==> config.mk <==
export PLATFORM = sky130hd
export DESIGN_NAME = ypt_front
export DESIGN_NICKNAME = d
export VERILOG_FILES = /design/src/ypt_pkg.sv /design/src/ypt_front.sv
export SDC_FILE = /design/constraint.sdc
export NUM_CORES = 1
export LEC_CHECK = 0
export BUFFER_PORTS_ARGS = -buffer_cell sky130_fd_sc_hd__buf_2
export CAP_MARGIN = 20
export CORE_AREA = 5 5 86 168
export CTS_BUF_LIST = sky130_fd_sc_hd__clkbuf_2 sky130_fd_sc_hd__clkbuf_4 sky130_fd_sc_hd__clkbuf_8
export DETAILED_ROUTE_END_ITERATION = 8
export DIE_AREA = 0 0 91 173
export PLACE_DENSITY = 0.88
export SETUP_SLACK_MARGIN = 0.02
export SLEW_MARGIN = 0
export SYNTH_ARGS = -nofsm -noshare
export SYNTH_HDL_FRONTEND = slang
export SYNTH_SLANG_ARGS = --single-unit
==> constraint.sdc <==
create_clock -name clk -period 1.3 [get_ports clk]
set_input_delay 0.195 -clock clk [delete_from_list [all_inputs] [get_ports clk]]
set_output_delay 0.195 -clock clk [all_outputs]
set_load 0.01 [all_outputs]
==> src/ypt_pkg.sv <==
`default_nettype none

package ypt_pkg;

    // value and angle formats
    localparam int VALUE_WIDTH   = 24;
    localparam int ANGLE_WIDTH   = 16;
    localparam int CORDIC_STAGES = 16;

    // cordic works on a 32-bit turn angle, c and s in q4.30
    localparam int TURN_WIDTH   = 32;
    localparam int CORDIC_WIDTH = 34;
    localparam int PROD_FRAC    = 30;
    localparam logic signed [CORDIC_WIDTH-1:0] GAIN_Q30 = 34'sd652032874;

    // truncated arctangent table, units of 2^-32 turn
    localparam logic [TURN_WIDTH-1:0] ATAN_TURN [32] = '{
        32'd536870912, 32'd316933405, 32'd167458907, 32'd85004756,
        32'd42667331,  32'd21354465,  32'd10679838,  32'd5340245,
        32'd2670163,   32'd1335086,   32'd667544,    32'd333772,
        32'd166886,    32'd83443,     32'd41721,     32'd20860,
        32'd10430,     32'd5215,      32'd2607,      32'd1303,
        32'd651,       32'd325,       32'd162,       32'd81,
        32'd40,        32'd20,        32'd10,        32'd5,
        32'd2,         32'd1,         32'd0,         32'd0
    };

    // queue between front and back
    localparam int QUEUE_DEPTH = 2;
    localparam int QUEUE_AW    = $clog2(QUEUE_DEPTH);

    // start to done: front reg, queue, cordic stages, flip, multiply, round
    localparam int LATENCY = CORDIC_STAGES + 6;

    typedef logic signed [VALUE_WIDTH-1:0] value_t;

    typedef struct packed {
        logic signed [CORDIC_WIDTH-1:0] angle;
        logic                           flip;
        value_t                         vx;
        value_t                         vy;
        value_t                         vz;
        logic [1:0]                     tag;
        logic                           clip;
    } item_t;

    typedef struct packed {
        value_t value;
        logic   clip;
    } sat_t;

    // saturating add of two values
    function automatic sat_t sat_add(input value_t a, input value_t b);
        logic signed [VALUE_WIDTH:0] sum;
        sat_t                        res;
        sum = {a[VALUE_WIDTH-1], a} + {b[VALUE_WIDTH-1], b};
        if (sum[VALUE_WIDTH] != sum[VALUE_WIDTH-1])
        begin
            res.value = {sum[VALUE_WIDTH], {(VALUE_WIDTH-1){~sum[VALUE_WIDTH]}}};
            res.clip  = 1'b1;
        end
        else
        begin
            res.value = sum[VALUE_WIDTH-1:0];
            res.clip  = 1'b0;
        end
        return res;
    endfunction

endpackage

`default_nettype wire

==> src/ypt_front.sv <==
`default_nettype none

module ypt_front (
    input  logic                              clk,
    input  logic                              rst_n,
    input  logic                              start,
    input  logic                              full,
    input  logic [ypt_pkg::ANGLE_WIDTH-1:0]   yaw_angle,
    input  ypt_pkg::value_t                   first_x,
    input  ypt_pkg::value_t                   first_y,
    input  ypt_pkg::value_t                   first_z,
    input  ypt_pkg::value_t                   second_x,
    input  ypt_pkg::value_t                   second_y,
    input  ypt_pkg::value_t                   second_z,
    input  logic [1:0]                        slot_tag,
    output logic                              push,
    output ypt_pkg::item_t                    item
);
    import ypt_pkg::*;

    logic                  accept;
    logic                  valid_reg;
    logic                  valid_next;
    item_t                 item_reg;
    item_t                 item_next;
    logic [TURN_WIDTH-1:0] turn;
    sat_t                  sum_x;
    sat_t                  sum_y;
    sat_t                  sum_z;

    assign accept = start & ~full;

    always_comb
    begin
        // left-align the angle, fold quadrants 1 and 2 by half a turn
        turn           = TURN_WIDTH'(yaw_angle) << (TURN_WIDTH - ANGLE_WIDTH);
        item_next.flip = turn[TURN_WIDTH-1] ^ turn[TURN_WIDTH-2];
        turn[TURN_WIDTH-1] = turn[TURN_WIDTH-1] ^ item_next.flip;
        item_next.angle = {{(CORDIC_WIDTH-TURN_WIDTH){turn[TURN_WIDTH-1]}}, turn};

        sum_x = sat_add(first_x, second_x);
        sum_y = sat_add(first_y, second_y);
        sum_z = sat_add(first_z, second_z);
        item_next.vx   = sum_x.value;
        item_next.vy   = sum_y.value;
        item_next.vz   = sum_z.value;
        item_next.tag  = slot_tag;
        item_next.clip = sum_x.clip | sum_y.clip | sum_z.clip;

        valid_next = accept;
    end

    always_ff @(posedge clk or negedge rst_n)
    begin
        if (!rst_n)
        begin
            valid_reg <= 1'b0;
        end
        else
        begin
            valid_reg <= valid_next;
        end
    end

    always_ff @(posedge clk)
    begin
        if (accept)
        begin
            item_reg <= item_next;
        end
    end

    assign push = valid_reg;
    assign item = item_reg;

endmodule

`default_nettype wire

==> results of run 1 <==
==> kinds of logic after synthesis <==
logic type	count (synthesis)	share of synthesized area
other	1	0.000533
and+or+nand+nor	133	0.0961
xor gates and xnor gates	65	0.0836
buffers and inverters	69	0.0525
adders and majority gates	87	0.154
DFF	93	0.396
AOI/OAI and AO/OA	241	0.217
==> layer usage <==
layer,GRT usage,GRT overflow
met3,0.318,0
met2,0.884,15
met1,0.614,0
met5,0.0449,0
met4,0.659,12
==> cell usage after synthesis (2+ instances only) <==
library cell / n
fa_1: 3
o21bai_1: 12
nor3_1: 14
edfxtp_1: 92
nand2_1: 32
a21oi_1: 99
a21o_1: 20
and4_1: 2
a2111oi_0: 2
o21ai_1: 23
buf_6: 4
a211o_1: 4
inv_1: 34
xor2_1: 23
a31o_2: 2
nor2_1: 23
o211ai_1: 6
ha_1: 72
buf_4: 19
o21ai_0: 28
and3_1: 5
a211oi_1: 4
nor2b_1: 9
or2_2: 4
nand2b_1: 7
clkbuf_1: 5
o211ai_2: 2
o31ai_1: 7
xnor2_1: 41
maj3_1: 12
or3_1: 3
a31oi_1: 6
nand2_2: 2
nand4_1: 10
o21a_1: 12
nand3_1: 16
buf_2: 7
==> stage by stage <==
step	cell area [µm²]	instances	setup WS [ns]	util	hold WS [ns]
floorplan	7490	704	-1.37	-	-0.101
global placement	10400	1291	-1.56	0.808	-0.0296
detailed placement	10400	1291	-1.71	0.808	-0.0296
CTS	11800	1351	-1.07	0.912	0.00127
==> what timing repair did <==
action	CTS
endpoints found under the hold margin	9
cloned	9
resized for setup	150
setup endpoints to repair	73
setup buffers	28
hold buffers	9
pin swaps	67
==> flow_metrics.tcl, run 1 <==
set metrics [dict create \
    synth_seq_area_share 0.396 \
    stop_stage "5_1_grt" \
    netlist_area_mm2 0.00703 \
    synth_area_leaders "edfxtp_1, ha_1, a21oi_1" \
    yosysWarningCount 0 \
    globalRouteTotalUtil 0.624 \
    fp.dieH_um 173 \
    cts_buffers 9 \
    die-width_um 91 \
    yosys.cell_types.count 60 \
    yosysTopAreaCell "edfxtp_1" \
    ys_ff_latch 93 \
    ios 277 \
    worst_endpoint "item[0]$_DFFE_PP_/D" \
    synth_edf_count 92 \
    synthArstFlopShare 0.0108 \
    avgSynthCellArea_um2 10.2 \
    ys.flop_type "edfxtp_1" \
    yosys.area.top_type_share 0.393 \
    start_util 0.544 \
    grt_overflow 27 \
    grt_max_degree 20 \
    worstEpCategory "register input" \
    cts_root_buffer "clkbuf_8" \
    postSynthCellCount 689 \
    clkSinkCount 93 \
    dp_hpwl_um 21100 \
    cts_buffer_depth 2 \
    status "aborted with a tool error" \
    place.gp.congestion 0.933 \
    fp-row-count 59 \
    first-error "[ERROR GRT-0232] Routing congestion too high. Check the congestion heatmap in the GUI." \
    h-tree-depth 3 \
    io_buffers 260 \
]
==> inputs of run 2 (changes only) <==
Settings changed: CORE_AREA 5 5 86 168 to 5 5 139 141, CTS_BUF_LIST sky130_fd_sc_hd__clkbuf_2 sky130_fd_sc_hd__clkbuf_4 sky130_fd_sc_hd__clkbuf_8 to default, DIE_AREA 0 0 91 173 to 0 0 144 146, PLACE_DENSITY 0.88 to default, PLACE_DENSITY_LB_ADDON from default to 0.15, SETUP_SLACK_MARGIN 0.02 to default.
==> run 2 against run 1 <==
Effect of this change:
- the flow now finishes, with violations (setup timing)
- synthesized area stayed put
- synthesized cell count did not move
==> flow_metrics.tcl, run 2 <==
set metrics [dict create \
    viasPerCell 5.03 \
    largest_reg_flops 92 \
    synth_area_leaders "edfxtp_1, ha_1, a21oi_1" \
    synthAdderAreaFrac 0.154 \
    yosysWarningCount 0 \
    die_area_mm2 0.0210 \
    h-tree-depth 3 \
    routedWlPerCell_um 16.3 \
    fp-row-count 49 \
    synthXorXnorAreaFrac 0.0836 \
    p_leak_nw 5.48 \
    fin_cells 1439 \
    hold_viol 0 \
    core_area_mm2 0.0178 \
    die-width_um 144 \
    grt_pass1_vias 7384 \
    detail_route.wirelength_um 23500 \
    ys.flop_type "edfxtp_1" \
    fillers 1389 \
    design_area_mm2 0.0122 \
    drc 0 \
    cap_violations 0 \
    cts_buffers 9 \
    place.gp.congestion 0.873 \
    layout_setup_ws_ns -1.08 \
    cts_buffer_depth 2 \
    fp.dieH_um 146 \
    yosys.cell_types.count 60 \
    yosysTopAreaCell "edfxtp_1" \
    postSynthCellCount 689 \
    synth_top_family_by_area "compound AO/OA/AOI/OAI gates" \
    holdWs_ns 0.0210 \
    dpl_cell_area_mm2 0.0106 \
    synthTopCellsByCount "a21oi_1, edfxtp_1, ha_1, xnor2_1, inv_1" \
    cts_tree "done" \
    ir_drop_mv 0.735 \
    violations "setup timing" \
    hold_class "in2reg" \
    power_density_mw_per_mm2 1060 \
    ys_ff_latch 93 \
    critPathLaunchType "primary input" \
    yosysMostFrequentCell "a21oi_1" \
    clk_pin_slew_ns 0.07 \
    max_freq_ghz 0.419 \
    yosys.area.top_type_share 0.393 \
    synth_seq_area_share 0.396 \
    fin_crit_sh 1.83 \
    rsz0062_at_grt "true" \
    grt_max_degree 25 \
    slew_violations 0 \
    crit_start "first_z[1]" \
    start_util 0.394 \
    globalRouteTotalUtil 0.213 \
    setup_viol 73 \
    critPathCaptureType "flip-flop" \
    path_class "in2reg" \
    total_power_mw 13.0 \
    antenna_found_initial 2 \
    netlist_area_mm2 0.00703 \
    dr_total_vias 7234 \
    crit_required_ns 1.39 \
    dr.pass1.iters 4 \
    yosys.area_share.simple 0.0961 \
    crit_fanout 2 \
    final.setup.tns_ns -71.86 \
    final_cell_mix "buf_2, buf_4, edfxtp_1, a21oi_1, ha_1" \
    dp_hpwl_um 17900 \
    drive_gt1_frac 0.583 \
    nNetsFinal 1446 \
    area_growth_pct 74.1 \
    cts_root_buffer "clkbuf_16" \
    n_antenna_cell 0 \
    muxShareOfSynthArea 0 \
    drtIter0Drc 312 \
    avgSynthCellArea_um2 10.2 \
    dp_slack_ns -1.60 \
    synth_compound_area_frac 0.217 \
    final_core_util 0.686 \
    mostFrequentLayoutCell "buf_2" \
    grt_pass1_wl_um 36000 \
    clkSinkCount 93 \
    synthArstFlopShare 0.0108 \
    status "finished, violations left" \
    arrival_ns 2.47 \
    io_buffers 260 \
    grt_overflow 0 \
    synth_edf_count 92 \
    min_period_ns 2.38 \
    ant_nets 0 \
    hold_start "slot_tag[0]" \
    ios 277 \
    dp.cells 1386 \
]
[run 2: cell counts after synthesis]
No cell type changed its count.
[run 2: path summary, 6_finish.rpt]
| check | cells after the start | slack (ns) | end |
|---|---|---|---|
| worst max-delay path | 13 | -1.08 | item[0] |
| worst min-delay path | 1 | 0.02 | item[1] |
| max in group asynchronous | 2 | 1.06 | push |
| min in group asynchronous | 2 | 0.16 | push |
[run 2: where the power goes]
part           total (mW)  internal [mW]  switching [mW]
clock                2.92           1.72            1.20
sequential           3.97           3.85           0.116
combinational        6.13           3.21            2.91
[run 2: final cells by class]
| type | count | area [µm²] | share of cell area |
|---|---|---|---|
| multi-input cells | 543 | 4900 | 0.400 |
| repair buffers | 524 | 3810 | 0.311 |
| flip-flops and latches | 93 | 2790 | 0.228 |
| well taps | 229 | 287 | 0.0234 |
| clock buffers | 9 | 225 | 0.0184 |
| inverters | 34 | 128 | 0.0104 |
| clock inverters | 7 | 105 | 0.00858 |
[run 2: worst max-delay path, cell delays in order]
cell,delay (ns)
buf_2,0.11
inv_1,0.06
fa_2,0.38
nor2b_1,0.11
o21a_1,0.19
o21ai_4,0.08
a2111oi_4,0.30
nor2_2,0.10
o21a_1,0.22
a221oi_4,0.31
buf_6,0.16
xor2_2,0.14
nand4_1,0.10
[run 2: repair_timing]
item,CTS,global route
gates resized for setup,126,66
pin swaps,49,49
gates cloned,7,0
hold buffers,1,1
endpoints found under the setup margin,73,73
setup buffers,22,14
endpoints found under the hold margin,1,1
[run 2: logic make-up after synthesis]
| kind of cell | Yosys count |
|---|---|
| AOI/OAI and AO/OA | 241 |
| and+or+nand+nor | 133 |
| DFF | 93 |
| adders and majority gates | 87 |
| buffers and inverters | 69 |
| xor gates and xnor gates | 65 |
| other | 1 |
[run 2: metal layers]
layer,vias up,share of wire,track usage
met5,-,0.00089,0
met4,4,0.021,0.0527
met3,30,0.074,0.0480
met2,258,0.50,0.371
met1,3341,0.41,0.264
li1,3601,-,-
No activity file was read; power rests on OpenSTA's default activity.
==> inputs of run 3 (changes only) <==
Settings changed: REMOVE_ABC_BUFFERS from default to 1.
==> run 3 against run 2 <==
Effect of this change:
- the flow still finishes with violations (setup timing)
- flip-flop and latch count is the same
- die area did not move
- global-route usage grew 0.078 points
- combinational power grew 1%
- via count increased by 1.2%
- clock power fell by 1%
- fmax is essentially flat
- sequential power barely moved
- cell count up 1.5%
- utilization up 0.29 points
- critical path depth grew 2
- critical path type unchanged
- critical endpoint is now item[23]
- largest cell class unchanged
- largest power group unchanged
==> flow_metrics.tcl, run 3 (synthesized netlist as in run 2, its figures left out) <==
set metrics [dict create \
    top_layer "met5" \
    crit_buf_inv 4 \
    pwr-share-clk 0.221 \
    crit_fanout 5 \
    cap_violations 0 \
    clkSinkCount 93 \
    status "finished, violations left" \
    antenna_found_initial 1 \
    total_power_mw 13.0 \
    violations "setup timing" \
    crit_required_ns 1.50 \
    grt_pass1_vias 7500 \
    grt_max_degree 23 \
    setup_viol 73 \
    globalRouteTotalUtil 0.214 \
    hold_viol 0 \
    final.setup.tns_ns -72.45 \
    wl_met1_um 9330 \
    io_buffers 260 \
    critPathCaptureType "flip-flop" \
    drive_gt1_frac 0.590 \
    viasPerCell 5.01 \
    die_area_mm2 0.0210 \
    layout_setup_ws_ns -1.08 \
    drc 0 \
    pwr-share-seq 0.304 \
    switchingPower_mw 4.29 \
    p_leak_nw 5.54 \
    p_int_mw 8.76 \
    start_util 0.394 \
    holdWs_ns 0.0238 \
    core_area_mm2 0.0178 \
    h-tree-depth 3 \
    dr_total_vias 7324 \
    fp.dieH_um 146 \
    area_growth_pct 74.8 \
    slowest_stage "fa_2" \
    cts_buffer_depth 2 \
    grt_overflow 0 \
    min_period_ns 2.38 \
    arrival_ns 2.58 \
    drtIter0Drc 234 \
    fp-row-count 49 \
    clk_pin_slew_ns 0.07 \
    nNetsFinal 1468 \
    largest_reg_flops 92 \
    ant_nets 0 \
    detail_route.wirelength_um 23900 \
    routedWlPerCell_um 16.4 \
    ff_latch_area_mm2 0.00279 \
    dpl_cell_area_mm2 0.0102 \
    path_class "in2reg" \
    critPathLaunchType "primary input" \
    mostFrequentLayoutCell "buf_2" \
    dr.pass1.iters 5 \
    cpLargestDelayFamily "compound AO/OA/AOI/OAI gates" \
    met3_length_um 1840 \
    multiInputGateArea_mm2 0.00495 \
    p_comb_frac 0.475 \
    fin_crit_sh 1.83 \
    place.gp.congestion 0.847 \
    hold_class "in2reg" \
    design_area_mm2 0.0123 \
    final_cell_mix "buf_2, buf_4, edfxtp_1, ha_1, a21oi_1" \
    cts_tree "done" \
    die-width_um 144 \
    cts_buffers 9 \
    rsz0062_at_grt "true" \
    cts_root_buffer "clkbuf_16" \
    dp_hpwl_um 17600 \
    slowest_delay_ns 0.33 \
    slew_violations 0 \
    crit_chain "buf_6 > ha_4 > inv_2 > fa_2 > nor2b_1 > o21a_1 > o21ai_2 > a2111oi_2 > nor2_1 > o21a_1 > a221oi_4 > buf_6 > buf_12 > nand2_8 > a21oi_2" \
    final_core_util 0.689 \
    n_antenna_cell 0 \
    power_density_mw_per_mm2 1060 \
    max_freq_ghz 0.419 \
    ir_drop_mv 0.718 \
    dr_wl_met2_um 12100 \
    ios 277 \
    fillers 1361 \
    grt_pass1_wl_um 36100 \
    swShare 0.328 \
]
run 3: changes by cell type in the layout (fill, tap and decap cells not counted), sizes merged:
cell,before,now
buf,522,539
clkbuf,9,10
dlygate4sd3,2,1
inv,37,36
nand2,36,41
nor2,24,25
run 3: layer usage:
| layer | vias up | track usage |
|---|---|---|
| li1 | 3640 | - |
| met1 | 3391 | 0.254 |
| met2 | 251 | 0.384 |
| met3 | 40 | 0.0394 |
| met4 | 2 | 0.0687 |
| met5 | - | 0 |
run 3: area by class of cell:
cell class	instances	area share
Inverter	34	0.0104
Sequential cell	93	0.227
Multi-Input combinational cell	549	0.403
Timing Repair Buffer	540	0.311
Clock buffer	10	0.0186
Clock inverter	6	0.00763
Tap cell	229	0.0233
run 3: per-stage QoR:
step / instances / setup slack [ns]
after floorplan: 669 / -3.58
after global routing: 1461 / -1.21
after detailed placement: 1378 / -1.92
final: 1461 / -1.08
after global placement: 1378 / -1.88
after CTS: 1436 / -1.17
run 3: worst paths after layout:
check / startpoint / to / depth (start not counted)
setup / recovery: second_z[0] / item[23] / 15
hold / removal: yaw_angle[11] / item[103] / 1
max in group asynchronous: rst_n / push / 2
min in group asynchronous: rst_n / push / 2
run 3: power groups by stage:
stage | Combinational (mW) | Clock (mW) | Sequential (mW)
6_report | 6.19 | 2.88 | 3.97
3_5_place_dp | 4.52 | 0 | 4.03
4_1_cts | 5.63 | 2.95 | 3.97
3_3_place_gp | 4.46 | 0 | 4.03
2_1_floorplan | 2.17 | 0 | 4.21
5_1_grt | 6.69 | 3.07 | 3.99
run 3: what timing repair did:
action / CTS / global route
gates resized for setup: 174 / 88
hold endpoints to repair: 1 / 0
setup endpoints to repair: 73 / 73
hold buffers: 1 / 0
gates cloned: 8 / 1
buffers inserted: 34 / 27
pin swaps: 67 / 75
==> inputs of run 4 (changes only) <==
Settings changed: BUFFER_PORTS_ARGS -buffer_cell sky130_fd_sc_hd__buf_2 to -buffer_cell sky130_fd_sc_hd__buf_4.
==> run 4 against run 3 <==
Effect of this change:
- the flow still finishes with violations (setup timing)
- design area rose by 4.5%
- routed wire length rose by 5.1%
- critical path depth did not move
- combinational power rose by 7.3%
==> flow_metrics.tcl, run 4 (synthesized netlist as in run 2, its figures left out) <==
set metrics [dict create \
    grt_overflow 0 \
    hold_start "yaw_angle[11]" \
    grt_pass1_vias 7590 \
    crit_required_ns 1.50 \
    h-tree-depth 3 \
    antenna_found_initial 0 \
    nNetsFinal 1454 \
    ant_nets 0 \
    swShare 0.334 \
    drtIter0Drc 309 \
    ir_drop_mv 0.681 \
    arrival_ns 2.58 \
    hold_class "in2reg" \
    core_area_mm2 0.0178 \
    cts_tree "done" \
    status "finished, violations left" \
    slowest_delay_ns 0.34 \
    globalRouteTotalUtil 0.223 \
    io_buffers 260 \
    min_period_ns 2.38 \
    violations "setup timing" \
    min_to "item[103]" \
    largest_reg_flops 92 \
    p_leak_nw 5.69 \
    final_core_util 0.720 \
    dp_hpwl_um 17800 \
    crit_fanout 8 \
    cts_root_buffer "clkbuf_16" \
    p_comb_frac 0.496 \
    place.gp.congestion 0.861 \
    cts_buffers 9 \
    p_int_mw 8.92 \
    path_class "in2reg" \
    detail_route.wirelength_um 25200 \
    routedWlPerCell_um 17.4 \
    max_freq_ghz 0.420 \
    mostFrequentLayoutCell "buf_4" \
    final.setup.tns_ns -72.65 \
    cp_common_cell "o21a_1" \
    cap_violations 0 \
    setup_viol 73 \
    cts_buffer_depth 2 \
    rsz0062_at_grt "true" \
    drc 0 \
    fillers 1236 \
    crit_chain "buf_8 > ha_4 > inv_2 > fa_2 > nor2b_1 > o21a_1 > o21ai_2 > a2111oi_2 > nor2_1 > o21a_1 > a221oi_4 > buf_6 > buf_12 > nand2_8 > a21oi_2" \
    fp.dieH_um 146 \
    critPathLaunchType "primary input" \
    drive_gt1_frac 0.580 \
    pwr-share-seq 0.296 \
    dr_total_vias 7444 \
    grt_pass1_wl_um 37400 \
    start_util 0.394 \
    dr.pass1.iters 5 \
    fin_crit_sh 1.83 \
    slew_violations 0 \
    clk_pin_slew_ns 0.07 \
    ios 277 \
    clkSinkCount 93 \
    hold_depth 1 \
    slowest_stage "fa_2" \
    pwr-share-clk 0.208 \
    area_growth_pct 82.7 \
    switchingPower_mw 4.47 \
    n_antenna_cell 0 \
    viasPerCell 5.14 \
    fp-row-count 49 \
    power_density_mw_per_mm2 1040 \
    die_area_mm2 0.0210 \
    hold_viol 0 \
    critPathCaptureType "flip-flop" \
    grt_max_degree 22 \
    die-width_um 144 \
    layout_setup_ws_ns -1.08 \
    final_cell_mix "buf_4, edfxtp_1, a21oi_1, ha_1, a21oi_2" \
]
-- run 4: changes by cell type in the layout (fill, tap and decap cells not counted), sizes merged --
cell and change:
bufinv -1, buf -16, inv +2, clkbuf -1, nand2 +2
-- run 4: routing by layer --
| metal | vias to the layer above | track usage | part of all wire |
|---|---|---|---|
| met2 | 285 | 0.401 | 0.52 |
| li1 | 3615 | - | - |
| met1 | 3501 | 0.253 | 0.37 |
| met4 | 0 | 0.0659 | 0.025 |
| met5 | - | 0 | 0 |
| met3 | 43 | 0.0615 | 0.086 |
-- run 4: layout make-up --
| cell class | count | area (µm²) | share of cell area |
|---|---|---|---|
| Inverter | 34 | 128 | 0.00993 |
| Timing Repair Buffer | 524 | 4350 | 0.339 |
| Multi-Input combinational cell | 551 | 4990 | 0.388 |
| Clock buffer | 9 | 225 | 0.0175 |
| Sequential cell | 93 | 2790 | 0.217 |
| Tap cell | 229 | 287 | 0.0223 |
| Clock inverter | 7 | 80.1 | 0.00623 |
-- run 4: through the flow --
step	total power [mW]	cells	hold WS [ns]	setup slack, ns	area [µm²]
6_report	13.4	1447	0.0231	-1.08	12800
5_1_grt	14.1	1447	0.00345	-1.21	12800
4_1_cts	13.0	1436	0.0107	-1.13	12400
3_5_place_dp	8.78	1363	-0.0277	-1.88	10700
3_3_place_gp	8.72	1363	-0.0292	-1.79	10700
2_1_floorplan	6.38	669	-0.101	-3.58	6850
-- run 4: worst max path at each step --
| stage | from | end | slack (ns) | cells after the start |
|---|---|---|---|---|
| detailed placement | first_z[1] | item[14] | -1.88 | 12 |
| CTS | second_z[0] | item[0] | -1.13 | 14 |
| finish | first_z[0] | item[5] | -1.08 | 15 |
| global placement | first_z[7] | item[3] | -1.79 | 10 |
| floorplan | full | push | -3.58 | 1 |
| global route | first_z[0] | item[14] | -1.21 | 15 |
-- run 4: critical path, delay by kind of cell --
| family | cells | cell delay, ns |
|---|---|---|
| adder cells (fa/ha/maj) | 2 | 0.47 |
| buffers and inverters | 4 | 0.42 |
| AND/OR/NAND/NOR | 3 | 0.33 |
| AO/OA/AOI/OAI | 6 | 1.15 |
-- run 4: repair_timing --
item,in CTS,in global routing
cloned,13,0
endpoints found under the hold margin,1,0
endpoints found under the setup margin,73,73
hold buffers,1,0
setup buffers,46,18
pin swaps,57,68
gates resized for setup,183,62
-- run 4: power groups by stage --
| stage | sequential (mW) | clock [mW] | combinational [mW] |
|---|---|---|---|
| after global placement | 4.03 | 0 | 4.69 |
| after floorplan | 4.21 | 0 | 2.17 |
| final | 3.97 | 2.79 | 6.64 |
| after global routing | 4.00 | 2.98 | 7.11 |
| after CTS | 3.97 | 2.84 | 6.16 |
| after detailed placement | 4.03 | 0 | 4.75 |
